**src/rtl/swg_pkg.sv**
```systemverilog
package swg_pkg;

	localparam int unsigned WEIGHT_COUNT_DEFAULT = 1024;

	localparam int INDEX_W  = 10;
	localparam int VALUE_W  = 16;
	localparam int SCALE_W  = 16;
	localparam int OPCODE_W = 2;

	// running gradient sum, Q8.30
	localparam int SUM_W = 38;
	// the sum is split into a low unsigned half and a high signed half
	localparam int SUM_LO_W = 19;
	localparam int SUM_HI_W = SUM_W - SUM_LO_W;

	// shared multiplier: signed VALUE_W x signed MUL_B_W
	localparam int MUL_B_W = SUM_LO_W + 1;
	localparam int PROD_W  = VALUE_W + MUL_B_W;

	// scaled update before the shift
	localparam int UPD_W        = SCALE_W + SUM_W;
	localparam int UPDATE_SHIFT = 27;
	localparam int SHIFTED_W    = UPD_W - UPDATE_SHIFT;
	localparam int NEWW_W       = SHIFTED_W + 1;

	localparam logic signed [SCALE_W-1:0] SCALE_RESET = 16'sd4096;

	localparam logic [OPCODE_W-1:0] OP_LOAD = 2'd0;
	localparam logic [OPCODE_W-1:0] OP_MAC  = 2'd1;
	localparam logic [OPCODE_W-1:0] OP_READ = 2'd2;

	localparam logic signed [VALUE_W-1:0] WEIGHT_MAX = 16'sh7fff;
	localparam logic signed [VALUE_W-1:0] WEIGHT_MIN = 16'sh8000;

endpackage

```
**src/rtl/swg_mul.sv**
```systemverilog
module swg_mul
	import swg_pkg::*;
(
	input  logic                      clk,
	input  logic signed [VALUE_W-1:0] op_a,
	input  logic signed [MUL_B_W-1:0] op_b,
	output logic signed [PROD_W-1:0]  prod_q
);

	// one registered signed multiply per cycle
	always_ff @(posedge clk) begin
		prod_q <= PROD_W'(op_a) * PROD_W'(op_b);
	end

endmodule

```
**config.mk**
```make
export PLATFORM = sky130hd
export DESIGN_NAME = swg_mul
export DESIGN_NICKNAME = d
export VERILOG_FILES = /design/src/rtl/swg_pkg.sv /design/src/rtl/swg_mul.sv
export SDC_FILE = /design/constraint.sdc
export NUM_CORES = 1
export LEC_CHECK = 0
export BUFFER_PORTS_ARGS = -buffer_cell sky130_fd_sc_hd__buf_4
export CAP_MARGIN = 25
export CORE_ASPECT_RATIO = 1.5
export CORE_MARGIN = 2
export CORE_UTILIZATION = 41
export CTS_BUF_LIST = sky130_fd_sc_hd__clkbuf_4 sky130_fd_sc_hd__clkbuf_8
export CTS_CLUSTER_DIAMETER = 40
export CTS_CLUSTER_SIZE = 28
export DETAILED_ROUTE_END_ITERATION = 6
export PLACE_DENSITY = 0.55
export SLEW_MARGIN = 20
export SYNTH_ARGS = -nofsm -noshare
export SYNTH_HDL_FRONTEND = slang
export SYNTH_SLANG_ARGS = --single-unit
export TNS_END_PERCENT = 5
```
**constraint.sdc**
```tcl
create_clock -name clk -period 17.15 [get_ports clk]
set_input_delay 0.8575 -clock clk [delete_from_list [all_inputs] [get_ports clk]]
set_output_delay 0.8575 -clock clk [all_outputs]
set_load 0.01 [all_outputs]
```
==> metrics <==
vias in the first global route 9952; hold endpoint prod_q[0]; Tmin final roughly 6.6 ns; setup slack at placement 10.13 ns; Initial Util 0.4171; hold depth 2; post-route insts no fill 1784; Worst Path Required ~17 ns; routed via count roughly 9000; initial antenna violation count 0; CTS tree built; Detailed Routing Iterations Pass 1 4; # nets final 1828; max_cap viols 0; fmax 0.1508 GHz; Mapped Cells 1358; final hold slack 0.8756 ns; worst-path maximum fanout 20; Post-route DRC 0; top_reg_cell synth dfxtp_1; Synth cell types 54; RSZ-0062 raised after global routing false; final setup margin 10.52 ns; layout cells sized above 1 0.07081; detailed placer's ending HPWL 26.06 mm; Placed Cells approximately 1800; Avg Inst Size Synth between 9 and 10 µm²; min-delay src op_b[0]; leading area contributor after synthesis fa_1; Post-Syn Nets 1803; Largest regs prod_q x36; worst-margin pin slew 0.6028 ns; Rows 78; CP arrival 6.89 ns; sequential cell area fraction in the yosys report 0.05693; post-cts hold buffer count 0; Die Ht 219.2 µm; largest net degree at the start of global routing 21; Hold WC Path Type input pin to flop; setup violators final 0; Core Area slightly above 30000 µm²; GPL Wtd Cong 0.8229; area grow syn2layout 7.304%; most frequent cell after synthesis inv_1; max reg flops 36; drt via density 4.904; DIE AREA 32320 µm²; clk sinks 36; Total Routed Length 31.33 mm; # diodes 0; CP Class input pin to flop; Routed WL per cell 17.56 µm; Synth top area share 0.5029; synth top area cells fa_1 50%, inv_1 11%, ha_1 8.9%, and2_1 7.4%, dfxtp_1 5.7%; CTS clk-pin slew, worst paths 0.10 ns; num ports 73; CTS root buf clkbuf_8; Die W 147.5 µm; Max Slew Vio Count 0; H-Tree Depth 2; DR iter-0 viols 275; first-pass GRT wire length 51.97 mm; CP Launch Type input pin; Yosys reg bits 36; status finished, final reports clean; setup bufs post-CTS 0; Hold Fails Final Rpt 0; Ys Warns 0; fraction of registers with async set/reset 0; headroom to the max-slew limit 0.5957; TNS Setup 0 ns; Total GRT Usage 0.2107; global route overflow 0; Final ANT Viol Nets 0; Post-synth EDFFs 0; TritonCTS buffer count 5; most flop-heavy register prod_q; Clock Path Buffers 2; Resized cells post-CTS 0; final period utilization 0.3866; synth cell count leaders 355 x inv_1, 318 x fa_1, 166 x nand2_1, 149 x and2_1, 90 x ha_1; # port buffers 72; synthesized area ~13000 µm²; Critical Path End Type flop
## worst max-delay path: stages
cell,delay (ns)
buf_4,0.25
nand2_1,0.13
fa_1,0.55
inv_1,0.05
fa_1,0.49
inv_1,0.05
fa_1,0.53
inv_1,0.06
fa_1,0.52
fa_1,0.51
inv_1,0.04
fa_1,0.47
inv_1,0.04
ha_1,0.34
o21a_1,0.22
o2111ai_1,0.22
o21ai_0,0.15
o21ai_2,0.28
a21oi_2,0.14
o31ai_4,0.37
or4b_1,0.47
o211ai_1,0.10
## area by class of cell
cell class | count | area (µm²)
inverters | 356 | 1336
repair buffers | 72 | 540.5
well taps | 400 | 500.5
fillers | 3000 | 16770
flip-flops and latches | 36 | 720.7
multi-input cells | 912 | 10390
clock buffers | 7 | 90.09
clock inverters | 1 | 7.507
## worst max-delay path by stage
stage / cells past startpoint / slack (ns) / to / from
floorplan: 20 / 10.73 / prod_q[33] / op_b[19]
global placement: 19 / 10.18 / prod_q[33] / op_a[15]
detailed placement: 22 / 10.13 / prod_q[32] / op_a[7]
CTS: 22 / 10.46 / prod_q[32] / op_a[7]
global route: 20 / 10.18 / prod_q[33] / op_a[15]
finish: 22 / 10.52 / prod_q[32] / op_a[7]
## cell usage in the layout (no fill, tap or decap), drive strengths merged, types with 10 or more instances in the layout
cell / count
a21o: 10
a21oi: 31
and2: 149
buf: 72
dfxtp: 36
fa: 318
ha: 90
inv: 355
nand2: 166
nor2: 25
o21ai: 11
xnor2: 31
## layer usage
metal / vias up / GRT usage / routed length, µm
met3: 64 / 0.02245 / 879
met4: 0 / 0.09455 / 1428
li1: 3989 / - / -
met1: 4535 / 0.2281 / 11290
met5: - / 0 / 0
met2: 160 / 0.4090 / 17730
## kinds of logic after synthesis
logic type | count (synthesis) | share of synthesized area
xor+xnor | 39 | 0.02698
fa+ha+maj | 408 | 0.5919
simple gates | 368 | 0.1445
compound gates | 97 | 0.05723
flops | 36 | 0.05693
buf+inv | 410 | 0.1225
## metrics by stage
step	util	area, µm²
global route	0.4475	13580
detailed placement	0.4443	13490
floorplan	-	12660
CTS	0.4475	13580
global placement	0.4443	13490
finish	0.4475	13580
Power is not shown: default switching activity piles up to over one toggle a cycle in this logic, so the estimate is an artifact.
